`config.mk`:
```
export PLATFORM = sky130hd
export DESIGN_NAME = char_lcd_refresh_scanner
export DESIGN_NICKNAME = d
export VERILOG_FILES = /design/src/hdl/clrs_pkg.sv /design/src/hdl/char_lcd_refresh_scanner.sv
export VERILOG_INCLUDE_DIRS = /design/src /design/src/hdl
export SDC_FILE = /design/constraint.sdc
export NUM_CORES = 1
export LEC_CHECK = 0
export BUFFER_PORTS_ARGS = -buffer_cell sky130_fd_sc_hd__buf_2
export CAP_MARGIN = 20
export CORE_ASPECT_RATIO = 1.5
export CORE_MARGIN = 2
export CORE_UTILIZATION = 55
export CTS_BUF_LIST = sky130_fd_sc_hd__clkbuf_8
export CTS_CLUSTER_SIZE = 14
export DETAILED_ROUTE_END_ITERATION = 8
export PLACE_DENSITY = 0.73
export SLEW_MARGIN = 20
export SYNTH_ARGS = -nofsm -noshare
export SYNTH_HDL_FRONTEND = slang
export SYNTH_SLANG_ARGS = --single-unit
export TNS_END_PERCENT = 30
```
`constraint.sdc`:
```
create_clock -name clk -period 3.17 [get_ports clk]
set_input_delay 0.1585 -clock clk [delete_from_list [all_inputs] [get_ports clk]]
set_output_delay 0.1585 -clock clk [all_outputs]
set_load 0.01 [all_outputs]
```
`src/hdl/char_lcd_refresh_scanner_defines.svh`:
```
// ---------------------------------------------------------------------------
// Assertion macros for the character LCD refresh scanner
// Shared property forms, sampled on clk and disabled while rst_n is low.
// ---------------------------------------------------------------------------
`ifndef CHAR_LCD_REFRESH_SCANNER_DEFINES_SVH
`define CHAR_LCD_REFRESH_SCANNER_DEFINES_SVH

// The consequent must hold in the same cycle as the antecedent.
`define CLRS_ASSERT_SAME(label, ante, cons, msg) \
  label: assert property (@(posedge clk) disable iff (!rst_n) (ante) |-> (cons)) \
    else $error(msg);

// The consequent must hold in the cycle after the antecedent.
`define CLRS_ASSERT_NEXT(label, ante, cons, msg) \
  label: assert property (@(posedge clk) disable iff (!rst_n) (ante) |=> (cons)) \
    else $error(msg);

`endif

```
`src/hdl/clrs_pkg.sv`:
```
// ---------------------------------------------------------------------------
// Character LCD refresh scanner package
// Geometry, display codes and the scan phase type.
// ---------------------------------------------------------------------------
package clrs_pkg;

  // Characters in one display row.
  localparam int ROW_CHARS = 16;

  // Bits to address a column, and bits to count up to a whole row.
  localparam int COL_W = (ROW_CHARS > 1) ? $clog2(ROW_CHARS) : 1;
  localparam int IDX_W = $clog2(ROW_CHARS + 1);

  // Display codes.
  localparam logic [7:0] CURSOR_ROW0 = 8'h80;
  localparam logic [7:0] CURSOR_ROW1 = 8'hC0;
  localparam logic [7:0] BLANK_CHAR  = 8'h20;

  // Request kinds on the input channel.
  localparam logic CMD_TICK  = 1'b0;
  localparam logic CMD_WRITE = 1'b1;

  // Refresh scan phases.
  typedef enum logic [3:0] {
    PH_CURSOR0 = 4'b0001,
    PH_ROW0    = 4'b0010,
    PH_CURSOR1 = 4'b0100,
    PH_ROW1    = 4'b1000
  } scan_phase_t;

endpackage

```
`src/hdl/char_lcd_refresh_scanner.sv`:
```
// A tick request gives its byte on the outputs in the cycle after acceptance.
// Throughput: one request per cycle; writes and ticks alike, set by the single
// result register, which stalls the input only while a byte waits downstream.
// Reset (rst_n low at a clock edge): the frame buffer fills with spaces, the scan
// restarts at the row 0 cursor command and the result register empties.
// ---------------------------------------------------------------------------
// Character LCD refresh scanner
// Two-row frame buffer with a four-phase refresh scan, one display byte per tick.
// ---------------------------------------------------------------------------
`include "char_lcd_refresh_scanner_defines.svh"

module char_lcd_refresh_scanner (
  input  logic       clk,
  input  logic       rst_n,
  input  logic       in_valid,
  output logic       in_stall,
  input  logic       in_cmd,
  input  logic       in_row_sel,
  input  logic [3:0] in_column_sel,
  input  logic [7:0] in_char_code,
  output logic       out_valid,
  input  logic       out_stall,
  output logic [7:0] out_lcd_byte,
  output logic       out_is_data
);

  localparam logic [clrs_pkg::IDX_W-1:0] LAST_IDX =
    clrs_pkg::IDX_W'(clrs_pkg::ROW_CHARS - 1);

  // Frame buffer, scan state and result register.
  logic [7:0]                  fb_r [2][clrs_pkg::ROW_CHARS];
  clrs_pkg::scan_phase_t       phase_r, phase_nxt;
  logic [clrs_pkg::IDX_W-1:0]  idx_r, idx_nxt;
  logic                        out_valid_r, out_valid_nxt;
  logic [7:0]                  out_byte_r, out_byte_nxt;
  logic                        out_data_r, out_data_nxt;

  logic                        in_accept;
  logic                        tick;
  logic                        wr_en;
  logic [clrs_pkg::COL_W-1:0]  wr_col;
  logic [clrs_pkg::COL_W-1:0]  rd_col;
  logic                        rd_row;
  logic [7:0]                  rd_char;

  // The input is held only while a byte waits downstream.
  assign in_stall  = out_valid_r && out_stall;
  assign in_accept = in_valid && !in_stall;
  assign tick      = in_accept && (in_cmd == clrs_pkg::CMD_TICK);

  // Write port: columns beyond the row are dropped.
  assign wr_en  = in_accept && (in_cmd == clrs_pkg::CMD_WRITE) &&
                  (int'(in_column_sel) < clrs_pkg::ROW_CHARS);
  assign wr_col = clrs_pkg::COL_W'(in_column_sel);

  // Read port follows the scan position.
  assign rd_row  = (phase_r == clrs_pkg::PH_ROW1);
  assign rd_col  = idx_r[clrs_pkg::COL_W-1:0];
  assign rd_char = fb_r[rd_row][rd_col];

  // Scan sequencing and result formation.
  always_comb begin
    phase_nxt     = phase_r;
    idx_nxt       = idx_r;
    out_byte_nxt  = out_byte_r;
    out_data_nxt  = out_data_r;
    out_valid_nxt = out_valid_r && out_stall;
    if (tick) begin
      out_valid_nxt = 1'b1;
      case (phase_r)
        clrs_pkg::PH_CURSOR0: begin
          out_byte_nxt = clrs_pkg::CURSOR_ROW0;
          out_data_nxt = 1'b0;
          idx_nxt      = '0;
          phase_nxt    = clrs_pkg::PH_ROW0;
        end
        clrs_pkg::PH_ROW0: begin
          out_byte_nxt = rd_char;
          out_data_nxt = 1'b1;
          idx_nxt      = idx_r + 1'b1;
          if (idx_r == LAST_IDX) begin
            phase_nxt = clrs_pkg::PH_CURSOR1;
          end
        end
        clrs_pkg::PH_CURSOR1: begin
          out_byte_nxt = clrs_pkg::CURSOR_ROW1;
          out_data_nxt = 1'b0;
          idx_nxt      = '0;
          phase_nxt    = clrs_pkg::PH_ROW1;
        end
        clrs_pkg::PH_ROW1: begin
          out_byte_nxt = rd_char;
          out_data_nxt = 1'b1;
          idx_nxt      = idx_r + 1'b1;
          if (idx_r == LAST_IDX) begin
            phase_nxt = clrs_pkg::PH_CURSOR0;
          end
        end
        default: begin
          out_byte_nxt = clrs_pkg::CURSOR_ROW0;
          out_data_nxt = 1'b0;
          idx_nxt      = '0;
          phase_nxt    = clrs_pkg::PH_ROW0;
        end
      endcase
    end
  end

  // Control state and result register.
  always_ff @(posedge clk) begin
    if (!rst_n) begin
      phase_r     <= clrs_pkg::PH_CURSOR0;
      idx_r       <= '0;
      out_valid_r <= 1'b0;
    end else begin
      phase_r     <= phase_nxt;
      idx_r       <= idx_nxt;
      out_valid_r <= out_valid_nxt;
    end
  end

  always_ff @(posedge clk) begin
    out_byte_r <= out_byte_nxt;
    out_data_r <= out_data_nxt;
  end

  // Frame buffer: cleared to spaces at reset, one character written per request.
  always_ff @(posedge clk) begin
    if (!rst_n) begin
      for (int r = 0; r < 2; r++) begin
        for (int c = 0; c < clrs_pkg::ROW_CHARS; c++) begin
          fb_r[r][c] <= clrs_pkg::BLANK_CHAR;
        end
      end
    end else if (wr_en) begin
      fb_r[in_row_sel][wr_col] <= in_char_code;
    end
  end

  assign out_valid    = out_valid_r;
  assign out_lcd_byte = out_byte_r;
  assign out_is_data  = out_data_r;

  // Checks on the scan logic.
  `CLRS_ASSERT_NEXT(a_cursor0_next, tick && (phase_r == clrs_pkg::PH_CURSOR0), out_valid && !out_is_data && (out_lcd_byte == clrs_pkg::CURSOR_ROW0), "row 0 cursor tick did not give 0x80")
  `CLRS_ASSERT_SAME(a_cmd_codes, out_valid && !out_is_data, (out_lcd_byte == clrs_pkg::CURSOR_ROW0) || (out_lcd_byte == clrs_pkg::CURSOR_ROW1), "command byte is not a cursor code")
  `CLRS_ASSERT_SAME(a_idx_range, (phase_r == clrs_pkg::PH_ROW0) || (phase_r == clrs_pkg::PH_ROW1), idx_r <= LAST_IDX, "character index beyond the row")
  `CLRS_ASSERT_NEXT(a_write_silent, in_accept && (in_cmd == clrs_pkg::CMD_WRITE) && !in_stall && !(out_valid_r && out_stall), !out_valid, "write request produced a result")

endmodule

```
==> results of run 1 <==
[power groups by stage]
stage	clock, W	combinational, W	sequential (W)
2_1_floorplan	0	0.000160	0.00428
3_3_place_gp	0	0.000294	0.00429
3_5_place_dp	0	0.000301	0.00430
4_1_cts	0.00249	0.000302	0.00422
5_1_grt	0.00264	0.000325	0.00424
6_report	0.00248	0.000308	0.00422
[kinds of logic (layout without fill, tap and decap cells)]
| logic type | Yosys count | in the layout |
|---|---|---|
| buffers and inverters | 74 | 152 |
| and+or+nand+nor | 511 | 511 |
| xor gates and xnor gates | 1 | 1 |
| adders and majority gates | 2 | 2 |
| other | 0 | 1 |
| AOI/OAI and AO/OA | 98 | 98 |
| muxes | 27 | 27 |
| DFF | 275 | 275 |
[placed cells by master (no fill, tap or decap), types with 6 or more instances in the layout]
cell type,netlist,final
buf_4,2,38
mux4_2,6,6
dfxtp_1,10,10
o21ai_0,25,25
nand4_1,7,7
buf_2,15,28
nor2b_1,22,20
nand2_1,233,233
a32oi_1,14,14
nor2_1,131,129
clkinv_2,0,8
mux2i_1,21,21
nand3_1,81,81
clkinv_1,0,13
a31oi_1,26,26
a21oi_1,7,7
and3_1,7,7
nand2b_1,6,6
clkbuf_8,0,41
edfxtp_1,265,265
inv_1,12,18
[final timing paths]
check	start	end	slack [ps]	cells after the start
worst max register to register	phase_r[1]	out_lcd_byte[1]	360	6
worst min-delay path	out_stall	out_valid	90	3
worst max-delay path	phase_r[1]	out_lcd_byte[1]	360	6
worst min register to register	phase_r[0]	phase_r[0]	590	2
[cells in the mapped netlist (all sizes together) (3+ instances only)]
library cell / count / area, µm²
a32oi: 14 / 123
and2: 5 / 31.3
mux2i: 21 / 210
a311oi: 4 / 35.0
a22oi: 3 / 27.5
nand4: 7 / 43.8
clkbuf: 37 / 139
nor2: 131 / 492
nand2b: 6 / 37.5
a31oi: 26 / 163
inv: 12 / 45.0
nand3b: 3 / 22.5
a21oi: 7 / 35.0
dfxtp: 10 / 200
nor2b: 22 / 138
nand3: 81 / 405
a2111oi: 5 / 43.8
a41oi: 3 / 26.3
or3: 5 / 31.3
and3: 7 / 43.8
nand2: 233 / 875
mux4: 6 / 135
o21ai: 25 / 125
buf: 25 / 180
edfxtp: 265 / 7960
[critical path: stages, from the launching register on]
cell and delay, ps:
dfxtp_1 390, or4b_4 770, mux4_2 410, nor2_1 40, a31oi_1 210, a31oi_1 150
a2111oi_0 550
[timing repair]
action | 4_1_cts | 5_1_grt
hold endpoints to repair | 2 | 0
gates resized for setup | 0 | 0
hold buffers | 1 | 0
[per-stage QoR]
stage               std cells  worst slack, ps  total power, W  util, %  instance area (µm²)
floorplan                 988              964         0.00444        -                11800
global placement         1265              471         0.00459     58.6                12300
detailed placement       1265              413         0.00460     58.6                12300
CTS                      1334              387         0.00701     61.9                13000
global route             1334              250         0.00720     61.9                13000
finish                   1335              362         0.00701     61.9                13000
[sequential cells by signal, indices dropped and copies added (netlist names)]
name,cells
fb_r,256
out_valid,1
idx_r,5
out_is_data,1
phase_r,4
out_lcd_byte,8
[area by class of cell]
cell class,count,area share (%)
Antenna cell,1,0.0192
Clock buffer,41,4.33
Clock inverter,27,0.854
Inverter,12,0.346
Multi-Input combinational cell,639,25.2
Sequential cell,275,62.6
Tap cell,268,2.57
Timing Repair Buffer,72,4.11
[routing by layer]
metal / GRT usage, % / share of wire, % / vias to the layer above
li1: - / - / 3661
met1: 37.8 / 34 / 4067
met2: 49.5 / 49 / 612
met3: 4.91 / 10 / 122
met4: 18.9 / 7.2 / 0
met5: 0 / 0 / -
==> impl_summary.md, run 1 <==
Clock network
Counting along the longest clock path gives a buffer depth of 3. The root buffer cell is clkbuf_8. The number of buffers added for setup after CTS is 0. The CTS tree is done.

The worst-skew pair later-pin latency is 520 ps. The clock transition at the register clock pins on the worst setup and hold paths after CTS is 70 ps. Counting the buffers created by CTS gives 39. In this run the number of H-tree levels came out at 2. Clock tree synthesis found a total of 275 sinks.

Synthesis
The share of synthesized registers carrying an async set or reset is 0%. The register area share after synthesis is 69.2%. After synthesis, the largest family of logic cells by area is simple AND/OR/NAND/NOR gates. The number of warning messages in the yosys log is 0. The share of synthesized cell area in and, or, nand and nor gates is 18.8%. The most used flip-flop cell after synthesis is edfxtp_1.

Yosys mapped the design onto 47 distinct sky130hd cell types. The area share of xor/xnor cells in the synthesized design is 0.0743%. Summing the areas of all compound-gate instances in the mapped netlist gives 5.68% of the synthesized area. The number of enable flip-flop cells after synthesis is 265. In the synthesized netlist, mux cells make up 2.93% of the area. The average cell area after synthesis is 11.9 µm². The number of nets in the synthesized netlist is 1008. Counting flops and latches in the post-synthesis netlist gives 275. In this run the cell area of the synthesized design comes to 11800 µm².

Synthesis produced 988 cells. The adder and majority cell fraction of the synthesized area is 0.212%.

Setup path
The launching element type of the critical path is a register. The data arrival at the endpoint of the critical path is 3060 ps. The worst setup path is of the reg -> reg kind.

For the worst setup path, the data required time is 3430 ps. The endpoint class of the critical path is a register. The largest fanout on the critical path is 21.

Power
Combinational logic is responsible for 4.4% of the overall power. The static power due to leakage is 4.63 nW. Net switching is 22.4% of the power. The internal power summed over all cells is 0.00544 W. The power density over the cells is 538 nW/µm². In this run, the clock network consumes 35.4% of the power.

The net switching power is 0.00157 W. The largest vdd supply drop is 0.299 mV. The share of power burned in registers is 60.2%.

STA
Headroom to the max-slew limit came out at 45.8%. For the pin with the worst max-slew slack, the measured transition is 812 ps. Adding up every negative setup slack in the final design gives 0 ps. In the finished design, the share of the clock period the worst path needs comes to 88.6%. The clock period minus worst slack is 2810 ps.

Setup repair after global routing left no endpoint under its margin. The total setup violations reported at the end of the flow is 0. The worst hold slack is 89.9 ps. The total count of max-transition violations in the final report is 0. The fmax is 0.356 GHz. The final number of hold-violating endpoints is 0. Between clock sinks in the finished design, the worst skew comes to 15.7 ps.

Global route
Global routing finished with a remaining overflow of 0. The via count of the first global-routing pass came to 8108. The first-pass GRT wire length is 49.0 mm. The number of antenna violations at the first check in global routing is 1. Entering global routing, the biggest net connects 78 pins. The global-route usage over all layers is 30.5%.

Floorplan
The overall die area is 22600 µm². After floorplanning, the core was sized to cover 21100 µm². The effective utilization at floorplan is 56.0%.

The die is 124 µm wide. The floorplan has 65 rows. The I/O pin count is 29. In this run the vertical extent of the chip is 183 µm.

Finish
After filler insertion, the fill cell instance count of the layout stands at 1650. In the final design database the tool counted 1059 nets. The fraction of final layout cells sized beyond drive strength 1 is 12.8%.

The multi-input combinational cells in the finished layout cover a total of 3280 µm². Across the whole layout, storage elements account for 8160 µm². The area growth from synthesis to layout is 10.5%.

Min path
The min-delay analysis places its worst path in the category in -> reg.

Drt
The number of search-and-repair iterations in the first detailed-routing pass is 5. Across all layers, the routed design uses 8462 vias. In the final routed layout, each cell accounts on average for 25.4 µm. The first-iteration detailed-routing DRC count is 1192. The ratio of routed vias to standard cells is 6.34. The number of remaining DRC errors is 0. After detailed routing, the total wire length is 33.9 mm.

The count of nets left with antenna violations once routing finished came out at 0.

Placed design
Port buffering added 28 buffers. The placer congestion estimate is 0.877. Summed over all nets, the half-perimeter wirelength after detailed placement is 22.0 mm.

Status
The run finished with clean final reports.

Flow run
The number of violations of the max-capacitance limit is 0.
(Power assumes the default switching activity.)
==> run 2, diff against run 1 <==
CORE_UTILIZATION = 60   (was 55)
CTS_BUF_LIST = sky130_fd_sc_hd__clkbuf_2   (was sky130_fd_sc_hd__clkbuf_8)
PLACE_DENSITY = 0.78   (was 0.73)
==> run 2 against run 1 <==
  * Core utilization rose by 6.4 points
  * Non-clock buffer count rose by 26
  * Final cell count increased by 4.1%
  * Global-route usage is 1.2 points higher
  * Via count is 1.3% higher
  * Sequential share of layout area down 0.49 points
  * Clock-buffer cell count increased by 26
  * Critical path depth up 1
  * Sequential cell count unchanged
  * Critical path type unchanged
  * Largest power group unchanged
==> impl_summary.md, run 2 (same netlist as run 1, synthesis figures left out) <==
Setup path
The largest fanout on the critical path is 12 (-43%). The worst setup path is launched from a register. The reg2reg setup slack is 170 ps (-200 ps). The required time reported for the critical path endpoint is 3680 ps (+250 ps). The worst setup path is captured at a register. The worst setup path is of the reg -> reg kind. The data arrival at the endpoint of the critical path is 3510 ps (+450 ps).

Global route
The global-route usage over all layers came to 31.6% (+1.2 points). The first-pass GRT wire length was 49.0 mm (about the same). The number of antenna violations at the first check in global routing is 2 (+1).

The via count of the first global-routing pass came to 8461 (+4.4%). The largest net degree at the start of global routing is 46 (-41%). The global route total overflow is 0 (unchanged).

STA
Setup repair after global routing left no endpoint under its margin. The actual slew at the worst max-slew pin is 855 ps (+43.1 ps). The period utilization is 94.8% (+6.2 points). The final clock skew came to 32.4 ps (+16.6 ps). The total count of max-transition violations in the final report is 0 (unchanged). The clock period minus worst slack was 3000 ps (+195 ps). The worst hold slack is 226 ps (+136 ps). The relative slew slack is 42.9% (-2.9 points). The total negative setup slack is 0 ps (unchanged). The fmax is 0.333 GHz (-6.5%). The total setup violations reported at the end of the flow came to 0 (unchanged). The final number of hold-violating endpoints is 0 (unchanged).

Clock network
The deepest clock path buffer count is 3 (unchanged). The clock transition at the register clock pins on the worst setup and hold paths after CTS is 120 ps (+50 ps). The CTS tree is done. The worst-skew pair later-pin latency came to 850 ps (+330 ps). The number of clock sinks is 275 (unchanged). The number of buffers inserted during clock tree synthesis was 59 (+51%). The root buffer cell is clkbuf_2.

The depth of the CTS H-tree is 2 (unchanged). The number of buffers added for setup after CTS is 0 (unchanged).

Flow run
The number of violations of the max-capacitance limit came to 0 (unchanged).

Min path
The class of the worst hold path is in -> reg.

Floorplan
The I/O pin count came to 29 (unchanged). The horizontal die dimension is 118 µm (-4.1%). The number of cell rows is 62 (-4.6%). The overall die area is 20800 µm² (-8.1%).

The die extent in y came to 176 µm (-4.2%). The core area was 19200 µm² (-8.7%). The effective utilization at floorplan came to 61.3% (+5.3 points).

Placed design
The total cell area at the placement stage was 12300 µm² (about the same). The number of buffer cells added on primary ports came to 28 (unchanged). The placer congestion estimate is 0.938 (+7.0%). The detailed placement HPWL is 21.3 mm (-3.3%).

Finish
The number of fillers in the final layout is 1439 (-13%). The synthesis-to-layout area growth is 11.4%. The most common cell after layout, fill and taps aside is edfxtp_1. The number of nets in the layout is 1105 (+4.3%). In the layout the commonest cells are edfxtp_1 (265), nand2_1 (231), nor2_1 (129). The final design area excluding fillers was 13100 µm² (+0.79%).

Ranked by flip-flop count, first place goes to fb_r. The fraction of final layout cells sized beyond drive strength 1 came to 15.6% (+2.9 points). The flip-flop count of the largest register, all copies and words added came to 256 (unchanged).

The final cell utilization of the core is 68.3% (+6.4 points).

Power
The static power due to leakage was 4.75 nW (+2.7%). The largest vdd supply drop was 0.397 mV (+33%). The power density over the cells is 510 nW/µm² (-5.1%).

Status
The run finished with clean final reports.

Drt
The total vias in the final route came to 8573 (+1.3%). The per-cell routed wire length is 23.4 µm (-7.7%). The final wirelength came to 32.5 mm (-3.9%). The number of search-and-repair iterations in the first detailed-routing pass is 8 (+3). The ratio of routed vias to standard cells came to 6.17 (-2.7%). The residual antenna-violating net count after detailed routing is 0 (unchanged). The number of remaining DRC errors is 0 (unchanged).

The first-iteration detailed-routing DRC count is 1119 (-6.1%).
==> run 2: cell count changes in the layout (fill, tap and decap cells not counted), sizes merged <==
cell / previous run / this run
clkbuf: 41 / 67
clkinv: 21 / 39
bufinv: 0 / 2
dlygate4sd3: 1 / 23
inv: 18 / 13
buf: 71 / 75
==> run 2: final cells by class <==
| type | instances | area, µm² | area share, % |
|---|---|---|---|
| Sequential cell | 275 | 8160 | 62.1 |
| Timing Repair Buffer | 98 | 761 | 5.79 |
| Antenna cell | 1 | 2.50 | 0.0190 |
| Clock inverter | 42 | 228 | 1.73 |
| Inverter | 12 | 45.0 | 0.343 |
| Multi-Input combinational cell | 639 | 3290 | 25.0 |
| Clock buffer | 67 | 335 | 2.55 |
| Tap cell | 256 | 320 | 2.44 |
==> run 2: per-stage QoR <==
| stage | total power (W) | setup slack, ps | cells |
|---|---|---|---|
| 2_1_floorplan | 0.00444 | 964 | 988 |
| 3_3_place_gp | 0.00458 | 387 | 1257 |
| 3_5_place_dp | 0.00459 | 313 | 1257 |
| 4_1_cts | 0.00670 | 177 | 1389 |
| 5_1_grt | 0.00691 | 31.3 | 1390 |
| 6_report | 0.00670 | 166 | 1390 |
==> run 2: worst paths after layout <==
kind                                      to       startpoint  cells past startpoint
worst max-delay path             fb_r[0][22]        out_valid                      7
worst min-delay path            fb_r[0][125]  in_char_code[5]                      3
worst max register to register   fb_r[0][22]        out_valid                      7
worst min register to register    phase_r[0]       phase_r[0]                      2
==> run 2: what timing repair did <==
action                                  4_1_cts  5_1_grt
resized for setup                             0        2
endpoints found under the setup margin        0       16
hold buffers                                 23        0
endpoints found under the hold margin       148        0
==> run 2: power breakdown <==
part,internal (W),total [W],switching (W)
combinational,0.0000923,0.000318,0.000226
sequential,0.00416,0.00422,0.0000585
clock,0.000792,0.00217,0.00137
==> run 2: critical path, stage by stage, from the launching register on <==
cell	delay (ps)
dfxtp_1	340
nand2_1	140
and4_1	460
nand3_1	140
dlygate4sd3_1	640
o21ai_0	330
nand2_1	260
nand2_1	360
==> run 2: per-layer routing <==
layer / share of wire (%) / routed length (µm) / vias to the layer above / global-route usage (%)
met5: 0.043 / 14 / - / 0
met4: 6.0 / 1940 / 2 / 19.0
met3: 10 / 3330 / 153 / 5.65
met2: 49 / 16000 / 594 / 52.3
met1: 35 / 11300 / 4031 / 39.1
li1: - / - / 3793 / -
